[src/hw/rtl/mc3v_pkg.sv]
// ----------------------------------------------------------------------------
// mc3v_pkg
// types, constants and saturation helpers for the masked 3d convolution unit
// ----------------------------------------------------------------------------
package mc3v_pkg;

  localparam int FRAC_BITS  = 14;
  localparam int SMP_W      = 16;
  localparam int POS_W      = 12;
  localparam int ACC_W      = 48;
  localparam int WACC_W     = 32;
  localparam int ALU_W      = 64;
  localparam int S_DATA_W   = 88;
  localparam int M_DATA_W   = 48;
  localparam int M_USER_W   = 2;
  localparam int CFG_IDX_W  = 3;
  localparam int CFG_DATA_W = 16;
  localparam int SIZE_IN_W  = 11;
  localparam int DIV_STEPS  = ACC_W + FRAC_BITS;

  localparam int USER_CPAD  = 0;
  localparam int USER_NOWGT = 1;

  typedef enum logic [CFG_IDX_W-1:0] {
    CFG_PADDING   = 3'd0,
    CFG_NORMALIZE = 3'd1,
    CFG_SIZE_X    = 3'd2,
    CFG_SIZE_Y    = 3'd3,
    CFG_SIZE_Z    = 3'd4
  } cfg_idx_t;

  // clamp a 64-bit sum to the 48-bit signed range
  function automatic logic [ACC_W-1:0] sat_acc(input logic [ALU_W-1:0] v);
    logic ovf;
    ovf = !((&v[ALU_W-1:ACC_W-1]) || !(|v[ALU_W-1:ACC_W-1]));
    if (!ovf) sat_acc = v[ACC_W-1:0];
    else if (v[ALU_W-1]) sat_acc = {1'b1, {(ACC_W-1){1'b0}}};
    else sat_acc = {1'b0, {(ACC_W-1){1'b1}}};
  endfunction

  // clamp a 64-bit sum to the 32-bit signed range
  function automatic logic [WACC_W-1:0] sat_wacc(input logic [ALU_W-1:0] v);
    logic ovf;
    ovf = !((&v[ALU_W-1:WACC_W-1]) || !(|v[ALU_W-1:WACC_W-1]));
    if (!ovf) sat_wacc = v[WACC_W-1:0];
    else if (v[ALU_W-1]) sat_wacc = {1'b1, {(WACC_W-1){1'b0}}};
    else sat_wacc = {1'b0, {(WACC_W-1){1'b1}}};
  endfunction

endpackage

[src/hw/rtl/masked_convolution_3d_voxel_unit.sv]
// ----------------------------------------------------------------------------
// masked_convolution_3d_voxel_unit
// one output voxel of a padding-aware 3d convolution, fed one window sample
// per word, with a shared 64-bit adder for accumulation and division
// ----------------------------------------------------------------------------
// a sample word is taken only in idle and passes multiply, add data, add weight; a skipped one only multiply
// last word: then finish, done and output, with abs, the 62-step divide and sign before done when the divide runs
// throughput is set by the sequencer reusing one 64-bit adder for the accumulate, abs, divide and sign steps
// reset: sync active high, clears accumulators, config to defaults, no output
module masked_convolution_3d_voxel_unit
  import mc3v_pkg::*;
#(
  parameter int MAX_DIM = 1024
) (
  input  logic                  clk,
  input  logic                  rst,
  input  logic                  cfg_we,
  input  logic [CFG_IDX_W-1:0]  cfg_index,
  input  logic [CFG_DATA_W-1:0] cfg_data,
  input  logic                  s_axis_tvalid,
  output logic                  s_axis_tready,
  // sample, weight, pos_x, pos_y, pos_z, center_value, 4 unused bits
  input  logic [S_DATA_W-1:0]   s_axis_tdata,
  input  logic                  s_axis_tlast,
  output logic                  m_axis_tvalid,
  input  logic                  m_axis_tready,
  // result
  output logic [M_DATA_W-1:0]   m_axis_tdata,
  // centre_padded, no_weight
  output logic [M_USER_W-1:0]   m_axis_tuser
);

  localparam int DIM_BITS = $clog2(MAX_DIM + 1);
  localparam int CW       = ((DIM_BITS > SIZE_IN_W) ? DIM_BITS : SIZE_IN_W) + 1;
  localparam logic [CW-1:0] DIM_MAX  = CW'(MAX_DIM);
  localparam logic [CW-1:0] SIZE_RST = CW'((MAX_DIM < 1024) ? MAX_DIM : 1024);
  localparam int CNT_W = $clog2(DIV_STEPS + 1);
  localparam int REM_W = WACC_W - 1;

  typedef enum logic [3:0] {
    ST_IDLE, ST_MUL, ST_ADD_DATA, ST_ADD_WGT, ST_FIN,
    ST_ABS, ST_DIV, ST_SIGN, ST_DONE
  } state_t;

  state_t state;

  logic signed [SMP_W-1:0]  padding;
  logic                     normalize;
  logic [CW-1:0]            size_x, size_y, size_z;

  logic signed [SMP_W-1:0]  smp, wgt, ctr;
  logic [POS_W-1:0]         px, py, pz;
  logic                     lst;

  logic signed [WACC_W-1:0] prod;
  logic [ACC_W-1:0]         weighted_acc;
  logic [WACC_W-1:0]        weight_acc;
  logic [DIV_STEPS-1:0]     quo;
  logic [REM_W-1:0]         rem;
  logic [CNT_W-1:0]         cnt;
  logic                     neg;
  logic [ACC_W-1:0]         res;
  logic                     cpad, nowgt;

  logic [ALU_W-1:0] alu_a, alu_b, alu_sum;
  logic             alu_cin;
  logic [REM_W:0]   rem_sh;
  logic [ALU_W-1:0] num;
  logic [CW-1:0]    cfg_size;
  logic             in_x, in_y, in_z, used, out_free, wsum_pos;

  assign rem_sh   = {rem, quo[DIV_STEPS-1]};
  assign num      = {{(ALU_W-ACC_W-FRAC_BITS){weighted_acc[ACC_W-1]}}, weighted_acc,
                     {FRAC_BITS{1'b0}}};
  assign cfg_size = ({{(CW-SIZE_IN_W){1'b0}}, cfg_data[SIZE_IN_W-1:0]} > DIM_MAX) ?
                    DIM_MAX : {{(CW-SIZE_IN_W){1'b0}}, cfg_data[SIZE_IN_W-1:0]};

  assign in_x = !px[POS_W-1] && ({{(CW-POS_W+1){1'b0}}, px[POS_W-2:0]} < size_x);
  assign in_y = !py[POS_W-1] && ({{(CW-POS_W+1){1'b0}}, py[POS_W-2:0]} < size_y);
  assign in_z = !pz[POS_W-1] && ({{(CW-POS_W+1){1'b0}}, pz[POS_W-2:0]} < size_z);
  assign used = in_x && in_y && in_z && (smp > padding);

  assign wsum_pos = !weight_acc[WACC_W-1] && (weight_acc != '0);
  assign out_free = !m_axis_tvalid || m_axis_tready;
  assign s_axis_tready = (state == ST_IDLE);

  // shared adder operand select
  always_comb begin
    alu_a   = '0;
    alu_b   = '0;
    alu_cin = 1'b0;
    unique case (state)
      ST_ADD_DATA: begin
        alu_a = {{(ALU_W-ACC_W){weighted_acc[ACC_W-1]}}, weighted_acc};
        alu_b = {{(ALU_W-WACC_W){prod[WACC_W-1]}}, prod};
      end
      ST_ADD_WGT: begin
        alu_a = {{(ALU_W-WACC_W){weight_acc[WACC_W-1]}}, weight_acc};
        alu_b = {{(ALU_W-SMP_W){wgt[SMP_W-1]}}, wgt};
      end
      ST_ABS: begin
        alu_a   = ~num;
        alu_cin = 1'b1;
      end
      ST_DIV: begin
        alu_a   = {{(ALU_W-REM_W-1){1'b0}}, rem_sh};
        alu_b   = ~{{(ALU_W-REM_W){1'b0}}, weight_acc[REM_W-1:0]};
        alu_cin = 1'b1;
      end
      ST_SIGN: begin
        alu_a   = neg ? ~{{(ALU_W-DIV_STEPS){1'b0}}, quo} : {{(ALU_W-DIV_STEPS){1'b0}}, quo};
        alu_cin = neg;
      end
      default: begin
        alu_a = '0;
      end
    endcase
  end

  assign alu_sum = alu_a + alu_b + {{(ALU_W-1){1'b0}}, alu_cin};

  always_ff @(posedge clk) begin
    if (rst) begin
      state         <= ST_IDLE;
      padding       <= '0;
      normalize     <= 1'b1;
      size_x        <= SIZE_RST;
      size_y        <= SIZE_RST;
      size_z        <= SIZE_RST;
      weighted_acc  <= '0;
      weight_acc    <= '0;
      m_axis_tvalid <= 1'b0;
      cnt           <= '0;
    end else begin
      if (cfg_we) begin
        unique case (cfg_idx_t'(cfg_index))
          CFG_PADDING:   padding   <= cfg_data;
          CFG_NORMALIZE: normalize <= cfg_data[0];
          CFG_SIZE_X:    size_x    <= cfg_size;
          CFG_SIZE_Y:    size_y    <= cfg_size;
          CFG_SIZE_Z:    size_z    <= cfg_size;
          default: ;
        endcase
      end

      if (state == ST_DONE && out_free) m_axis_tvalid <= 1'b1;
      else if (m_axis_tvalid && m_axis_tready) m_axis_tvalid <= 1'b0;

      unique case (state)
        ST_IDLE: begin
          if (s_axis_tvalid) begin
            smp   <= s_axis_tdata[15:0];
            wgt   <= s_axis_tdata[31:16];
            px    <= s_axis_tdata[43:32];
            py    <= s_axis_tdata[55:44];
            pz    <= s_axis_tdata[67:56];
            ctr   <= s_axis_tdata[83:68];
            lst   <= s_axis_tlast;
            state <= ST_MUL;
          end
        end
        ST_MUL: begin
          prod <= WACC_W'(smp) * WACC_W'(wgt);
          if (used) state <= ST_ADD_DATA;
          else if (lst) state <= ST_FIN;
          else state <= ST_IDLE;
        end
        ST_ADD_DATA: begin
          weighted_acc <= sat_acc(alu_sum);
          state        <= ST_ADD_WGT;
        end
        ST_ADD_WGT: begin
          weight_acc <= sat_wacc(alu_sum);
          state      <= lst ? ST_FIN : ST_IDLE;
        end
        ST_FIN: begin
          if (ctr <= padding) begin
            res   <= {{(ACC_W-SMP_W-FRAC_BITS){padding[SMP_W-1]}}, padding,
                      {FRAC_BITS{1'b0}}};
            cpad  <= 1'b1;
            nowgt <= 1'b0;
            state <= ST_DONE;
          end else if (normalize) begin
            cpad <= 1'b0;
            if (wsum_pos) begin
              neg   <= weighted_acc[ACC_W-1];
              nowgt <= 1'b0;
              state <= ST_ABS;
            end else begin
              res   <= '0;
              nowgt <= 1'b1;
              state <= ST_DONE;
            end
          end else begin
            res   <= weighted_acc;
            cpad  <= 1'b0;
            nowgt <= 1'b0;
            state <= ST_DONE;
          end
        end
        ST_ABS: begin
          quo   <= neg ? alu_sum[DIV_STEPS-1:0] : num[DIV_STEPS-1:0];
          rem   <= '0;
          cnt   <= CNT_W'(DIV_STEPS);
          state <= ST_DIV;
        end
        ST_DIV: begin
          rem   <= alu_sum[ALU_W-1] ? rem_sh[REM_W-1:0] : alu_sum[REM_W-1:0];
          quo   <= {quo[DIV_STEPS-2:0], !alu_sum[ALU_W-1]};
          cnt   <= cnt - CNT_W'(1);
          if (cnt == CNT_W'(1)) state <= ST_SIGN;
        end
        ST_SIGN: begin
          res   <= sat_acc(alu_sum);
          state <= ST_DONE;
        end
        ST_DONE: begin
          if (out_free) begin
            m_axis_tdata  <= res;
            m_axis_tuser  <= {nowgt, cpad};
            weighted_acc  <= '0;
            weight_acc    <= '0;
            state         <= ST_IDLE;
          end
        end
        default: state <= ST_IDLE;
      endcase
    end
  end

`ifndef NO_ASSERTIONS
  a_div_count: assert property (@(posedge clk) disable iff (rst)
    state == ST_DIV |-> cnt != '0)
    else $error("divide step with empty counter");

  a_div_pos: assert property (@(posedge clk) disable iff (rst)
    state == ST_DIV |-> wsum_pos)
    else $error("divide with non-positive weight sum");

  a_out_src: assert property (@(posedge clk) disable iff (rst)
    $rose(m_axis_tvalid) |-> $past(state == ST_DONE))
    else $error("result word raised outside done step");

  a_flags: assert property (@(posedge clk) disable iff (rst)
    m_axis_tvalid |-> !(m_axis_tuser[USER_CPAD] && m_axis_tuser[USER_NOWGT]))
    else $error("both result flags set");

  a_clear: assert property (@(posedge clk) disable iff (rst)
    $rose(m_axis_tvalid) |-> weighted_acc == '0 && weight_acc == '0)
    else $error("accumulators not cleared after result");
`endif

endmodule
[config.mk]
export PLATFORM = sky130hd
export DESIGN_NAME = masked_convolution_3d_voxel_unit
export DESIGN_NICKNAME = d
export VERILOG_FILES = /design/src/hw/rtl/mc3v_pkg.sv /design/src/hw/rtl/masked_convolution_3d_voxel_unit.sv
export SDC_FILE = /design/constraint.sdc
export NUM_CORES = 2
export LEC_CHECK = 0
export ABC_AREA = 1
export BUFFER_PORTS_ARGS = -buffer_cell sky130_fd_sc_hd__buf_2
export CAP_MARGIN = 5
export CELL_PAD_IN_SITES_DETAIL_PLACEMENT = 1
export CELL_PAD_IN_SITES_GLOBAL_PLACEMENT = 1
export CORE_MARGIN = 3
export CORE_UTILIZATION = 48
export DETAILED_ROUTE_END_ITERATION = 7
export PLACE_DENSITY_LB_ADDON = 0.1
export SYNTH_ARGS = -nofsm -noshare
export SYNTH_HDL_FRONTEND = slang
export SYNTH_SLANG_ARGS = --single-unit
[constraint.sdc]
create_clock -name clk -period 7.7 [get_ports clk]
set_input_delay 1.155 -clock clk [delete_from_list [all_inputs] [get_ports clk]]
set_output_delay 1.155 -clock clk [all_outputs]
set_load 0.05 [all_outputs]
# After elaboration in Yosys (flattened, before gate mapping)
# Cells that the tools add are included.
dict set report word_totals {
  reg_bits 455
  out_inout_bits 52
  inputBits 113
  word_cells 143
  mem_bits_rw 0
  mem_count 0
  latch_bits 0
  rom_bits 0
}
dict set report op_classes {
  multipliers 1
  n_eq_ne 17
  n_mux 35
  magnitude_cmp 6
  shifts 0
  bitwise_logic 6
  n_div 0
  addsub 3
  n_reduce_logical 49
}
# operator n
set ops {}
lappend ops {{64-bit case mux with 5 select lines} 1}
lappend ops {{48-bit 2-to-1 mux} 6}
lappend ops {{48-bit case mux with 2 select lines} 2}
lappend ops {{64-bit case mux with 3 select lines} 1}
lappend ops {{62-bit case mux with 2 select lines} 1}
lappend ops {{32-bit 2-to-1 mux} 3}
lappend ops {{64-bit by 1-bit adder with 64-bit output} 1}
lappend ops {{64-bit adder} 1}
lappend ops {{64-bit 2-to-1 mux} 1}
lappend ops {{31-bit NOT with 64-bit output} 1}
lappend ops {{62-bit NOT with 64-bit output} 1}
lappend ops {{64-bit NOT} 1}
lappend ops {{32-bit case mux with 2 select lines} 1}
lappend ops {{62-bit 2-to-1 mux} 1}
lappend ops {{31-bit case mux with 2 select lines} 1}
lappend ops {{11-bit by 12-bit < comparator with 1-bit output} 3}
lappend ops {{4-bit case mux with 9 select lines} 1}
lappend ops {{33-bit AND reduction} 1}
lappend ops {{33-bit OR reduction} 1}
lappend ops {{16-bit by 16-bit multiplier with 32-bit output} 1}
lappend ops {{32-bit nonzero test} 1}
lappend ops {{31-bit 2-to-1 mux} 1}
lappend ops {{4-bit 2-to-1 mux} 6}
lappend ops {{2-bit AND reduction} 10}
lappend ops {{other kinds (31)} 69}

# Longest topological paths before layout
dict set report logic_depth {
  ltp_word 10
  mapped_depth 35
}

# Worst setup path after synthesis
# OpenSTA, ideal clock, no wires.
dict set report synth_path {
  path_type {register to register}
  startpoint {register smp[15]}
  endpoint {register prod[31] (data pin)}
  setup_time_ps 264
  synth_period_minus_slack_ps 6037
  n_path_buf 1
  slack_ps 1663
  t_arrival_ps 5773
  path_stages_with_launch 23
  cell_sequence {edfxtp_1 -> clkbuf_1 -> nand2_1 -> inv_1 -> fa_1 -> fa_1 -> fa_1 -> fa_1 -> fa_1 -> inv_1 -> fa_1 -> inv_1 -> ha_1 -> nand2_1 -> nor4_1 -> nand3b_1 -> nand4_1 -> nand3_1 -> nand2_1 -> nand3_1 -> nand2_1 -> a31oi_1 -> xor2_1}
}
dict set report synth_between {
  elab_chain_cells 1
}
# element line
set synth_rtl {}
lappend synth_rtl {{start, declared} masked_convolution_3d_voxel_unit.sv:51} ;# logic signed [SMP_W-1:0] smp, wgt, ctr;
lappend synth_rtl {{start signal, assigned} masked_convolution_3d_voxel_unit.sv:152} ;# smp <= s_axis_tdata[15:0];
lappend synth_rtl {{16-bit by 16-bit multiplier with 32-bit output} masked_convolution_3d_voxel_unit.sv:163} ;# prod <= WACC_W'(smp) * WACC_W'(wgt);
lappend synth_rtl {{end signal, assigned} masked_convolution_3d_voxel_unit.sv:163}
lappend synth_rtl {{end, declared} masked_convolution_3d_voxel_unit.sv:55} ;# logic signed [WACC_W-1:0] prod;
# Every way passes these cells.
# A chain may end at the register's enable or synchronous reset.

# Worst setup path in the final report
# Same ends and word-level chain as after synthesis.

==> flow_summary.yaml <==
floorplan:
  die_w_um: 287.1
  rows: 102
  ios: 165
  die-area_um2: 82400
  die_y_um: 287.1
  fp.coreArea_um2: 77850
  start_util_pct: 48.70
synthesis:
  netlist_instances: 4944
  yosysMostFrequentCell: "nand2_1"
  synth_simple_gate_area_share_pct: 21.52
  synth_top_family_by_area: "simple AND/OR/NAND/NOR gates"
  ys_seq_area_share_pct: 32.07
  synth_common_cells: "nand2_1, inv_1, edfxtp_1"
  synth_warnings: 0
  synth_xor_area_share_pct: 2.310
  syn_area_um2: 37920
  synth_mux_area_share_pct: 0
  synth_top_area_share_pct: 24.63
  yosysTopAreaCell: "edfxtp_1"
  synthArstFlopShare_pct: 0
  syn_nets: 5529
  syn_avg_cell_area_um2: 7.669
  synthAdderAreaFrac_pct: 20.80
  ys_ff_latch: 452
  synth_flop_cell: "edfxtp_1"
  synthTopCellsByArea: "edfxtp_1, nand2_1, fa_1"
  ys_types: 55
  synth_edf_count: 311
  synth_compound_area_share_pct: 11.46
worst_setup_path:
  end_kind: "flop"
  critical_path_arrival_ps: 7300
  max_stage_delay_ps: 980
  crit_type: "flop to flop"
  path_common_cell: "fa_1"
  cp_max_fo: 17
  crit_buf_inv: 3
  cp-startpoint: "smp[15]$_DFFE_PP_"
  worstPathRequired_ps: 8060
  path_delay_family: "adder cells"
  worstReg2RegStart: "smp[15]$_DFFE_PP_"
  crit_chain: "nand2_1 -> inv_1 -> fa_1 -> fa_1 -> fa_1 -> fa_1 -> fa_1 -> inv_1 -> fa_1 -> inv_1 -> ha_1 -> nand2_1 -> nor4_1 -> nand3b_1 -> nand4_1 -> nand3_1 -> nand2_1 -> nand3_1 -> nand2_1 -> a31oi_1 -> xor2_1"
  slowest_stage: "fa_1"
  worst_setup_path_start_kind: "flop"
sta:
  finalSetupTns_ps: 0
  relSlewSlack_pct: 16.78
  hold_violations: 0
  finalCritPeriodShare_pct: 90.18
  final_max_slew_viol_count: 0
  whs_ps: 399.2
  setup_slack_ps: 755.8
  min_period_ps: 6944
  rsz0062_at_grt: "false"
  fmax_mhz: 144.0
  finalClockSkew_ps: 57.09
  tightest_slew_ps: 1244
  setup-violations-final: 0
global_route:
  grt.total_usage_pct: 33.67
  overflow: 0
  grt_pass1_wl_um: 211900
  antenna_found_initial: 6
  grt_pass1_vias: 36150
  grt_max_degree: 102
layout:
  utilization_pct: 53.33
  syn_to_final_growth_pct: 9.487
  layout.cell_area.non_filler_um2: 41510
  stdcell_count: 6098
  nFillCells: 9787
  drive_above_1_share_pct: 8.351
  nNetsFinal: 5592
place:
  post-dp-hpwl_um: 107400
  place_ws_ps: 756.8
  place.gp.congestion: 0.9616
  dpl_cell_area_um2: 39680
  dpl.cell_count: 5990
  port_buffers: 160
cts:
  clock_latency_ps: 660
  hold_buffers: 0
  cts_made_buffers: 54
  ctsRootBufferMaster: "clkbuf_16"
  htreeDepth: 2
  cts_setup_buffers: 0
  cts_resized: 0
  cts_buffer_depth: 3
  cts.sinks: 452
  cts_tree: "built"
  clk_pin_slew_worst_paths_ps: 60
route:
  first_pass_iters: 6
  drtIter0Drc: 2274
  antenna_left: 0
  vias: 34100
  viasPerCell: 5.593
  wl_um: 138900
  post_drt_wl_per_cell_um: 22.77
  drc: 0
power_and_ir_drop:
  seq_power_share_pct: 22.1
  p_leak_nw: 19.71
  p_int_mw: 8.321
  finalPower_mw: 15.07
  ir_drop_mv: 0.4273
  switchingPower_mw: 6.751
  p_clk_share_pct: 17.7
  swShare_pct: 44.79
  pwr-share-comb_pct: 60.3
  p_per_area_nw_per_um2: 363.1
min_path:
  min_from: "res[35]$_DFFE_PP_"
  hp-class: "flop to flop"
flow_run:
  max-cap-violations: 0
run_status:
  status: "finished, final reports clean"
## logic make-up (layout without fill, tap and decap cells)
family                   Yosys count  count (layout)
AO/OA/AOI/OAI                    731             731
XOR/XNOR                         100             100
adder cells (fa/ha/maj)          472             472
buffers and inverters           1170            1279
flip-flops                       452             452
other                              0               5
AND/OR/NAND/NOR                 2019            2019
## final cells by class
class                           count  area (um2)  share of cell area (%)
Sequential cell                   452       12160                   29.30
Multi-Input combinational cell   3322       21340                   51.40
Inverter                          964        3620                   8.719
Timing Repair Buffer              213        1264                   3.044
Clock inverter                     27       335.3                  0.8077
Tap cell                         1040        1301                   3.135
Antenna cell                        5       12.51                 0.03014
Clock buffer                       75        1480                   3.566
## routing by layer
metal	GRT usage, %	wire length (um)	vias to the layer above
li1	-	-	15720
met1	39.54	53250	16830
met2	59.60	69250	1166
met3	3.656	7001	380
met4	19.54	9358	2
met5	0	13	-
## layout by cell type, fill, tap and decap left out, types with 32 or more instances in the layout
cell,n
a21oi_1,267
o211ai_1,67
xnor2_1,44
dfxtp_1,141
edfxtp_1,311
inv_1,938
fa_1,264
o21ai_0,208
a22oi_1,32
ha_1,208
xor2_1,56
nand2_1,1515
clkbuf_16,54
nand3_1,167
nor2_1,186
buf_2,159
buf_4,49
## path summary, 6_finish.rpt
| kind | slack (ps) | cells past startpoint | to |
|---|---|---|---|
| max | 760 | 21 | prod[31]$_DFFE_PP_ |
| min reg2reg | 400 | 0 | m_axis_tdata[35]$_DFFE_PP_ |
| min | 400 | 0 | m_axis_tdata[35]$_DFFE_PP_ |
| max reg2reg | 760 | 21 | prod[31]$_DFFE_PP_ |
## power by group through the flow
stage / registers (mW) / clock network [mW] / logic (mW)
floorplan: 3.31 / 0 / 6.77
global placement: 3.37 / 0 / 8.52
detailed placement: 3.37 / 0 / 9.03
CTS: 3.32 / 2.69 / 9.11
global route: 3.34 / 2.78 / 10.3
finish: 3.33 / 2.66 / 9.08
## flip-flops by register name, indices dropped and copies added, names as in the netlist, 31 cells and up
| name | flops |
|---|---|
| rem | 31 |
| weight_acc | 32 |
| quo | 62 |
| prod | 32 |
| weighted_acc | 48 |
| res | 48 |
| m_axis_tdata | 48 |
(Power assumes the default switching activity.)
